**config.mk**
```make
export PLATFORM = sky130hd
export DESIGN_NAME = rgb_to_hsb_pixel
export DESIGN_NICKNAME = d
export VERILOG_FILES = /design/src/rgbhsb_pkg.sv /design/src/rgbhsb_prep.sv /design/src/rgbhsb_div.sv /design/src/rgb_to_hsb_pixel.sv
export VERILOG_INCLUDE_DIRS = /design/src /design/src/src
export SDC_FILE = /design/constraint.sdc
export NUM_CORES = 1
export LEC_CHECK = 0
export BUFFER_PORTS_ARGS = -buffer_cell sky130_fd_sc_hd__buf_2
export CORE_UTILIZATION = 30
export DETAILED_ROUTE_END_ITERATION = 7
export PLACE_DENSITY = 0.46
export SLEW_MARGIN = 40
export SYNTH_ARGS = -nofsm -noshare
export SYNTH_HDL_FRONTEND = slang
export SYNTH_HIERARCHICAL = 1
export SYNTH_SLANG_ARGS = --single-unit
```
**constraint.sdc**
```tcl
create_clock -name clk -period 4.4 [get_ports clk]
set_input_delay 0.22 -clock clk [delete_from_list [all_inputs] [get_ports clk]]
set_output_delay 0.22 -clock clk [all_outputs]
set_load 0.01 [all_outputs]
```
**src/assert_macros.svh**
```systemverilog
// assertion macros shared by the rgb to hsb pixel pipeline
`ifndef ASSERT_MACROS_SVH
`define ASSERT_MACROS_SVH

// expression holds at every clock edge outside reset
`define ASSERT_ALWAYS(label, expr, msg) \
    label: assert property (@(posedge clk) disable iff (!rst_n) (expr)) \
        else $error(msg);

// consequence holds in the same cycle as the antecedent
`define ASSERT_IMPLY(label, ante, cons, msg) \
    label: assert property (@(posedge clk) disable iff (!rst_n) (ante) |-> (cons)) \
        else $error(msg);

`endif

```
**src/rgbhsb_pkg.sv**
```systemverilog
// widths, constants and stage types of the rgb to hsb pixel pipeline
`default_nettype none

package rgbhsb_pkg;

    localparam int CHANNEL_BITS = 8;

    // channel sum and the reciprocal of three used for lightness
    localparam int SUM_W       = CHANNEL_BITS + 2;
    localparam int RECIP_SHIFT = SUM_W + 1;
    localparam int RECIP_W     = RECIP_SHIFT;
    localparam int PROD3_W     = SUM_W + RECIP_W;
    localparam logic [RECIP_W-1:0] RECIP3 = RECIP_W'(((2 ** RECIP_SHIFT) + 2) / 3);

    // hue numerator stays below 6*delta
    localparam int NUM_W = CHANNEL_BITS + 3;

    // divider widths: quotient never exceeds full scale
    localparam int DVD_W = 2 * CHANNEL_BITS + 3;
    localparam int DVR_W = CHANNEL_BITS + 3;
    localparam int QUO_W = CHANNEL_BITS;

    typedef struct packed {
        logic [CHANNEL_BITS-1:0] brightness;
        logic [CHANNEL_BITS-1:0] lightness;
    } side_t;

    typedef struct packed {
        logic [DVD_W-1:0] hue_dvd;
        logic [DVR_W-1:0] hue_dvr;
        logic [DVD_W-1:0] sat_dvd;
        logic [DVR_W-1:0] sat_dvr;
        side_t            side;
    } prep_t;

endpackage

`default_nettype wire

```
**src/rgbhsb_prep.sv**
```systemverilog
// front stages: max/min, sector, hue numerator and divider operands
`default_nettype none
`include "assert_macros.svh"

module rgbhsb_prep (
    input  logic                                 clk,
    input  logic                                 rst_n,
    input  logic                                 in_vld,
    input  logic [rgbhsb_pkg::CHANNEL_BITS-1:0]  red,
    input  logic [rgbhsb_pkg::CHANNEL_BITS-1:0]  green,
    input  logic [rgbhsb_pkg::CHANNEL_BITS-1:0]  blue,
    output logic                                 out_vld,
    output rgbhsb_pkg::prep_t                    out_data
);
    import rgbhsb_pkg::*;

    localparam int CB  = CHANNEL_BITS;
    localparam int S_W = NUM_W + 1;

    localparam logic [1:0] SEC_RED   = 2'd0;
    localparam logic [1:0] SEC_GREEN = 2'd1;
    localparam logic [1:0] SEC_BLUE  = 2'd2;

    // stage 1
    logic             s1_vld_reg;
    logic [CB-1:0]    s1_r_reg, s1_g_reg, s1_b_reg, s1_hi_reg, s1_lo_reg;
    logic [1:0]       s1_sel_reg;
    logic [SUM_W-1:0] s1_sum_reg;
    logic [CB-1:0]    hi_next, lo_next;
    logic [1:0]       sel_next;
    logic [SUM_W-1:0] sum_next;

    // stage 2
    logic               s2_vld_reg;
    logic [CB-1:0]      s2_delta_reg, s2_hi_reg;
    logic [CB:0]        s2_diff_reg;
    logic [NUM_W-1:0]   s2_base_reg;
    logic [PROD3_W-1:0] s2_prod_reg;
    logic [CB-1:0]      delta_next;
    logic [CB:0]        diff_next;
    logic [NUM_W-1:0]   base_next;
    logic [PROD3_W-1:0] prod_next;

    // stage 3
    logic             s3_vld_reg;
    logic [NUM_W-1:0] s3_num_reg, s3_six_reg;
    logic [CB-1:0]    s3_delta_reg, s3_hi_reg, s3_light_reg;
    logic [S_W-1:0]   num0, num1;
    logic [NUM_W-1:0] num_next, six_next;
    logic             num_ok;

    // stage 4
    logic  out_vld_reg;
    prep_t out_reg;
    prep_t out_next;

    always_comb
    begin
        hi_next = (red > green) ? red : green;
        hi_next = (hi_next > blue) ? hi_next : blue;
        lo_next = (red < green) ? red : green;
        lo_next = (lo_next < blue) ? lo_next : blue;
        // red wins ties, then green
        if (red >= green && red >= blue)
        begin
            sel_next = SEC_RED;
        end
        else if (green >= blue)
        begin
            sel_next = SEC_GREEN;
        end
        else
        begin
            sel_next = SEC_BLUE;
        end
        sum_next = SUM_W'(red) + SUM_W'(green) + SUM_W'(blue);
    end

    always_comb
    begin
        delta_next = s1_hi_reg - s1_lo_reg;
        unique case (s1_sel_reg)
            SEC_RED:
            begin
                diff_next = {1'b0, s1_g_reg} - {1'b0, s1_b_reg};
                base_next = '0;
            end
            SEC_GREEN:
            begin
                diff_next = {1'b0, s1_b_reg} - {1'b0, s1_r_reg};
                base_next = NUM_W'({delta_next, 1'b0});
            end
            SEC_BLUE:
            begin
                diff_next = {1'b0, s1_r_reg} - {1'b0, s1_g_reg};
                base_next = NUM_W'({delta_next, 2'b00});
            end
            default:
            begin
                diff_next = '0;
                base_next = '0;
            end
        endcase
        prod_next = PROD3_W'(s1_sum_reg) * PROD3_W'(RECIP3);
    end

    always_comb
    begin
        six_next = NUM_W'({s2_delta_reg, 2'b00}) + NUM_W'({s2_delta_reg, 1'b0});
        num0     = {{(S_W-CB-1){s2_diff_reg[CB]}}, s2_diff_reg} + {1'b0, s2_base_reg};
        // negative red sector wraps around the circle
        num1     = num0 + {1'b0, six_next};
        num_next = num0[S_W-1] ? num1[NUM_W-1:0] : num0[NUM_W-1:0];
    end

    always_comb
    begin
        // x*full scale as (x << bits) - x
        out_next.hue_dvd = (DVD_W'(s3_num_reg) << CB) - DVD_W'(s3_num_reg);
        out_next.hue_dvr = DVR_W'(s3_six_reg);
        out_next.sat_dvd = (DVD_W'(s3_delta_reg) << CB) - DVD_W'(s3_delta_reg);
        out_next.sat_dvr = DVR_W'(s3_hi_reg);
        out_next.side.brightness = s3_hi_reg;
        out_next.side.lightness  = s3_light_reg;
    end

    always_ff @(posedge clk or negedge rst_n)
    begin
        if (!rst_n)
        begin
            s1_vld_reg  <= 1'b0;
            s2_vld_reg  <= 1'b0;
            s3_vld_reg  <= 1'b0;
            out_vld_reg <= 1'b0;
        end
        else
        begin
            s1_vld_reg  <= in_vld;
            s2_vld_reg  <= s1_vld_reg;
            s3_vld_reg  <= s2_vld_reg;
            out_vld_reg <= s3_vld_reg;
        end
    end

    always_ff @(posedge clk)
    begin
        s1_r_reg     <= red;
        s1_g_reg     <= green;
        s1_b_reg     <= blue;
        s1_hi_reg    <= hi_next;
        s1_lo_reg    <= lo_next;
        s1_sel_reg   <= sel_next;
        s1_sum_reg   <= sum_next;
        s2_delta_reg <= delta_next;
        s2_diff_reg  <= diff_next;
        s2_base_reg  <= base_next;
        s2_hi_reg    <= s1_hi_reg;
        s2_prod_reg  <= prod_next;
        s3_num_reg   <= num_next;
        s3_six_reg   <= six_next;
        s3_delta_reg <= s2_delta_reg;
        s3_hi_reg    <= s2_hi_reg;
        s3_light_reg <= s2_prod_reg[RECIP_SHIFT +: CB];
        out_reg      <= out_next;
    end

    assign out_vld  = out_vld_reg;
    assign out_data = out_reg;

    // gray items have no sector, so only colored ones are bounded
    assign num_ok = (s3_delta_reg == '0) || (s3_num_reg < s3_six_reg);

    `ASSERT_IMPLY(a_hue_num_range, s3_vld_reg, num_ok, "hue numerator not below six times delta")

endmodule

`default_nettype wire

```
**src/rgbhsb_div.sv**
```systemverilog
// pipelined restoring divider, one quotient bit per stage
`default_nettype none
`include "assert_macros.svh"

module rgbhsb_div (
    input  logic                           clk,
    input  logic                           rst_n,
    input  logic                           in_vld,
    input  logic [rgbhsb_pkg::DVD_W-1:0]   dividend,
    input  logic [rgbhsb_pkg::DVR_W-1:0]   divisor,
    output logic                           out_vld,
    output logic [rgbhsb_pkg::QUO_W-1:0]   quotient
);
    import rgbhsb_pkg::*;

    localparam int LAST = QUO_W - 1;

    logic             vld_reg  [QUO_W];
    logic             zero_reg [QUO_W];
    logic [DVD_W-1:0] rem_reg  [QUO_W];
    logic [DVR_W-1:0] dvr_reg  [QUO_W];
    logic [QUO_W-1:0] quo_reg  [QUO_W];
    logic             rem_ok;

    for (genvar i = 0; i < QUO_W; i++)
    begin : g_stage
        logic             vld_in, zero_in, take;
        logic [DVD_W-1:0] rem_in, dvr_sh, rem_next;
        logic [DVR_W-1:0] dvr_in;
        logic [QUO_W-1:0] quo_in, quo_next;

        if (i == 0)
        begin : g_first
            assign vld_in  = in_vld;
            assign zero_in = (divisor == '0);
            assign rem_in  = dividend;
            assign dvr_in  = divisor;
            assign quo_in  = '0;
        end
        else
        begin : g_rest
            assign vld_in  = vld_reg[i-1];
            assign zero_in = zero_reg[i-1];
            assign rem_in  = rem_reg[i-1];
            assign dvr_in  = dvr_reg[i-1];
            assign quo_in  = quo_reg[i-1];
        end

        // quotient is known to fit, so start at its top bit
        assign dvr_sh   = DVD_W'(dvr_in) << (QUO_W - 1 - i);
        assign take     = (rem_in >= dvr_sh);
        assign rem_next = take ? (rem_in - dvr_sh) : rem_in;
        assign quo_next = {quo_in[QUO_W-2:0], take};

        always_ff @(posedge clk or negedge rst_n)
        begin
            if (!rst_n)
            begin
                vld_reg[i] <= 1'b0;
            end
            else
            begin
                vld_reg[i] <= vld_in;
            end
        end

        always_ff @(posedge clk)
        begin
            zero_reg[i] <= zero_in;
            rem_reg[i]  <= rem_next;
            dvr_reg[i]  <= dvr_in;
            quo_reg[i]  <= quo_next;
        end
    end

    assign out_vld  = vld_reg[LAST];
    assign quotient = zero_reg[LAST] ? '0 : quo_reg[LAST];

    assign rem_ok = zero_reg[LAST] || (rem_reg[LAST] < DVD_W'(dvr_reg[LAST]));

    `ASSERT_IMPLY(a_rem_below_dvr, out_vld, rem_ok, "final remainder not below divisor")

endmodule

`default_nettype wire

```
**src/rgb_to_hsb_pixel.sv**
```systemverilog
// rgb pixel to hue, saturation, brightness and lightness, one item per clock
//
//  channel | ports                                   | handshake
//  --------+-----------------------------------------+------------------------------
//  input   | red, green, blue                        | start && !busy
//  result  | hue, saturation, brightness, lightness  | done, one cycle, no back-pressure
//
// one item accepted every cycle; busy is always low
// each item passes through four operand stages,
// then one divider stage per quotient bit in the hue and saturation dividers
// reset clears every valid bit, so no result comes out until an item has gone through
// the receiver cannot stall, so items never wait inside the pipeline
`default_nettype none
`include "assert_macros.svh"

module rgb_to_hsb_pixel (
    input  logic                                 clk,
    input  logic                                 rst_n,
    input  logic                                 start,
    output logic                                 busy,
    input  logic [rgbhsb_pkg::CHANNEL_BITS-1:0]  red,
    input  logic [rgbhsb_pkg::CHANNEL_BITS-1:0]  green,
    input  logic [rgbhsb_pkg::CHANNEL_BITS-1:0]  blue,
    output logic                                 done,
    output logic [rgbhsb_pkg::CHANNEL_BITS-1:0]  hue,
    output logic [rgbhsb_pkg::CHANNEL_BITS-1:0]  saturation,
    output logic [rgbhsb_pkg::CHANNEL_BITS-1:0]  brightness,
    output logic [rgbhsb_pkg::CHANNEL_BITS-1:0]  lightness
);
    import rgbhsb_pkg::*;

    localparam int LAST = QUO_W - 1;

    logic             in_vld;
    logic             prep_vld;
    prep_t            prep_data;
    logic             hue_vld, sat_vld;
    logic [QUO_W-1:0] hue_q, sat_q;
    side_t            side_reg [QUO_W];

    assign busy   = 1'b0;
    assign in_vld = start && !busy;

    rgbhsb_prep u_prep (
        .clk      (clk),
        .rst_n    (rst_n),
        .in_vld   (in_vld),
        .red      (red),
        .green    (green),
        .blue     (blue),
        .out_vld  (prep_vld),
        .out_data (prep_data)
    );

    rgbhsb_div u_hue_div (
        .clk      (clk),
        .rst_n    (rst_n),
        .in_vld   (prep_vld),
        .dividend (prep_data.hue_dvd),
        .divisor  (prep_data.hue_dvr),
        .out_vld  (hue_vld),
        .quotient (hue_q)
    );

    rgbhsb_div u_sat_div (
        .clk      (clk),
        .rst_n    (rst_n),
        .in_vld   (prep_vld),
        .dividend (prep_data.sat_dvd),
        .divisor  (prep_data.sat_dvr),
        .out_vld  (sat_vld),
        .quotient (sat_q)
    );

    // brightness and lightness ride alongside the dividers
    always_ff @(posedge clk)
    begin
        side_reg[0] <= prep_data.side;
        for (int i = 1; i < QUO_W; i++)
        begin
            side_reg[i] <= side_reg[i-1];
        end
    end

    assign done       = hue_vld;
    assign hue        = hue_q;
    assign saturation = sat_q;
    assign brightness = side_reg[LAST].brightness;
    assign lightness  = side_reg[LAST].lightness;

    `ASSERT_ALWAYS(a_div_aligned, hue_vld == sat_vld, "hue and saturation dividers out of step")
    `ASSERT_IMPLY(a_black_sat, done && brightness == '0, saturation == '0, "black item saturated")
    `ASSERT_IMPLY(a_light_le_bright, done, lightness <= brightness, "lightness above brightness")

endmodule

`default_nettype wire
```
==> qor_table.md <==
| Quantity | Reported |
|---|---|
| Starting density of the core | 30.2% |
| Worst endpoint data arrival time | 4.80 ns |
| Initial antenna violation count | 0 |
| Source-to-sink clock delay at the later pin of the worst-skew pair | 0.66 ns |
| Post-Route Setup TNS | 0 ns |
| Vertical extent of the die | 347 um |
| Global-route usage over all layers | 12.1% |
| Total number of placement rows | 126 |
| Cell Area, Synth | 0.0357 mm2 |
| Post-route antenna net violation count | 0 |
| Startpoint types | flop |
| Area growth syn-to-layout | 15.9% |
| Sinks on the clock net | 847 |
| Number of detailed-route iterations in the first pass | 5 |
| Via count of the first global-routing pass | 23765 |
| Post-CTS clock slew at the launch and capture registers of the worst setup and hold paths | 0.06 ns |
| Gr ovfl total | 0 |
| Maximum clock frequency | 237 MHz |
| Share of the clock period used by the worst path | 95.7% |
| Die span in x | 347 um |
| Mean number of vias per cell | 4.45 |
| Largest net degree at the start of global routing | 24 |
| Synthesized netlist cell count | 3476 |
| RD Place Congestion | 0.783 |
| Die ar. | 0.120 mm2 |
| Setup Fix Bufs, Post-CTS | 0 |
| Clock tree from TritonCTS | built |
| Post-Route WL | 72.4 mm |
| Worst path required time | 4.99 ns |
| Post-Synthesis Mean Instance Area | 10.3 um2 |
| Hpwl dp | 55.5 mm |
| Status | completed |
| Setup repair after global routing missed its margin | no |
| Kind of end point of the critical path | flop |
| Number of max-cap violations | 0 |
| Root buffer selected by CTS | clkbuf_16 |
| Post-Route Hold Slack | 0.222 ns |
| Total of warnings raised by yosys | 6 |
| Type of the worst setup path | flop to flop |
| Core region area | 0.118 mm2 |
| Classification of the worst-slack hold path | primary input to flop |
| Net count, final | 4029 |
| Number of buffers between clock root and the deepest sink | 3 |
| Number of buffers inserted by port buffering | 59 |
| Highest fanout seen on the critical path | 5 |
| Min cycle time layout | 4.21 ns |
| Share of post-route cells with drive strength above 1 | 9.64% |
| Measured slew at the worst slew-check pin | 0.779 ns |
| Global-route wire length before repair | 119 mm |
| Worst slew margin | 48.1% |
| Count of fill cells added during filler insertion | 11841 |
| Final setup skew | 0.0210 ns |
| Maximum level of the CTS H-tree | 3 |
| Number of ports placed on the die boundary | 61 |
| Detailed-route via count | 23215 |
| Hold Vio Cnt, Final | 0 |
| Total of endpoints with negative setup slack in the final report | 0 |
| Post-DR wirelength/cell | 13.9 um |
| Count of unresolved DRC violations after routing | 0 |
| Num CTS Buffers | 96 |
| DR iter-0 viols | 908 |
| Number of max-slew violations in the final report | 0 |
==> layout make-up <==
| class | instances | area (um2) | area share [%] |
|---|---|---|---|
| Multi-Input combinational cell | 2202 | 16900 | 40.9 |
| Antenna cell | 1 | 2.50 | 0.00605 |
| Tap cell | 1536 | 1920 | 4.64 |
| Sequential cell | 847 | 17000 | 41.1 |
| Inverter | 359 | 1350 | 3.26 |
| Clock inverter | 46 | 795 | 1.92 |
| Clock buffer | 134 | 2750 | 6.64 |
| Timing Repair Buffer | 95 | 633 | 1.53 |
==> worst paths after layout <==
| kind | from | to | slack, ns | depth (start not counted) |
|---|---|---|---|---|
| worst max-delay path | u_prep/s1_sum_reg[4]$_DFF_P_ | u_prep/s2_prod_reg[18]$_DFF_P_ | 0.19 | 14 |
| worst min-delay path | start | u_prep/s1_vld_reg$_DFF_PN0_ | 0.22 | 2 |
| worst max register to register | u_prep/s1_sum_reg[4]$_DFF_P_ | u_prep/s2_prod_reg[18]$_DFF_P_ | 0.19 | 14 |
| worst min register to register | u_hue_div/zero_reg[1][1]$_DFF_P_ | u_hue_div/zero_reg[1][2]$_DFF_P_ | 0.31 | 0 |
| max in group asynchronous | rst_n | u_prep/out_vld$_DFF_PN0_ | 3.47 | 3 |
| min in group asynchronous | rst_n | u_hue_div/g_stage[6].vld_in$_DFF_PN0_ | 0.58 | 3 |
==> cells in the final DEF, fill, tap and decap left out, types with 11 or more instances in the layout <==
master and instances:
clkbuf_16 99, o211ai_1 22, nand2b_1 49, or2_2 14
mux2_2 53, dlygate4sd3_1 27, mux2_4 18, o31a_1 17
o21bai_1 13, o21ai_0 163, nor2b_1 67, xor2_1 86
dfrtp_1 12, inv_1 356, a31oi_1 21, ha_1 356
mux2i_1 11, fa_1 44, a211oi_1 25, and3_1 11
a21oi_1 190, nand2_1 173, xnor2_1 123, clkbuf_8 14
dfxtp_1 835, o31ai_1 22, nand4_1 26, nand3_1 50
a21o_1 60, or3_1 22, clkbuf_1 21, buf_2 59
bufinv_16 19, or4_1 12, o21a_1 52, nor4_1 32
nor2_1 209, nor3_1 57
==> repair_timing <==
| item | CTS | global route |
|---|---|---|
| endpoints found under the hold margin | 55 | 0 |
| gates resized for setup | 0 | 1 |
| hold buffers | 27 | 0 |
| setup endpoints to repair | 0 | 1 |
==> layer usage <==
| metal | GRT usage [%] | share of wire (%) |
|---|---|---|
| met5 | 0 | 0 |
| met3 | 2.39 | 3.4 |
| met1 | 14.6 | 46 |
| met4 | 4.34 | 2.7 |
| met2 | 21.1 | 48 |
==> worst max-delay path: stages, from the launching register on <==
cell	delay, ns
dfxtp_1	0.36
ha_1	0.32
inv_1	0.06
fa_1	0.52
fa_1	0.52
fa_1	0.54
inv_1	0.04
ha_1	0.28
ha_1	0.35
a21oi_1	0.15
o21ai_0	0.13
a31oi_1	0.27
o21ai_2	0.15
a2111o_1	0.38
nand3_1	0.08
==> metrics by stage <==
step | cell area (um2) | util (%) | setup slack [ns] | cells
floorplan | 35700 | - | 0.493 | 3480
global placement | 37600 | 31.8 | 0.246 | 5012
detailed placement | 37600 | 31.8 | 0.159 | 5012
CTS | 41400 | 35.0 | 0.147 | 5219
global route | 41400 | 35.0 | 0.0217 | 5219
finish | 41400 | 35.0 | 0.189 | 5220
Power is left out: the tool's default activity adds up to more than one toggle a clock period on the data nets, which glitch-free logic cannot reach.
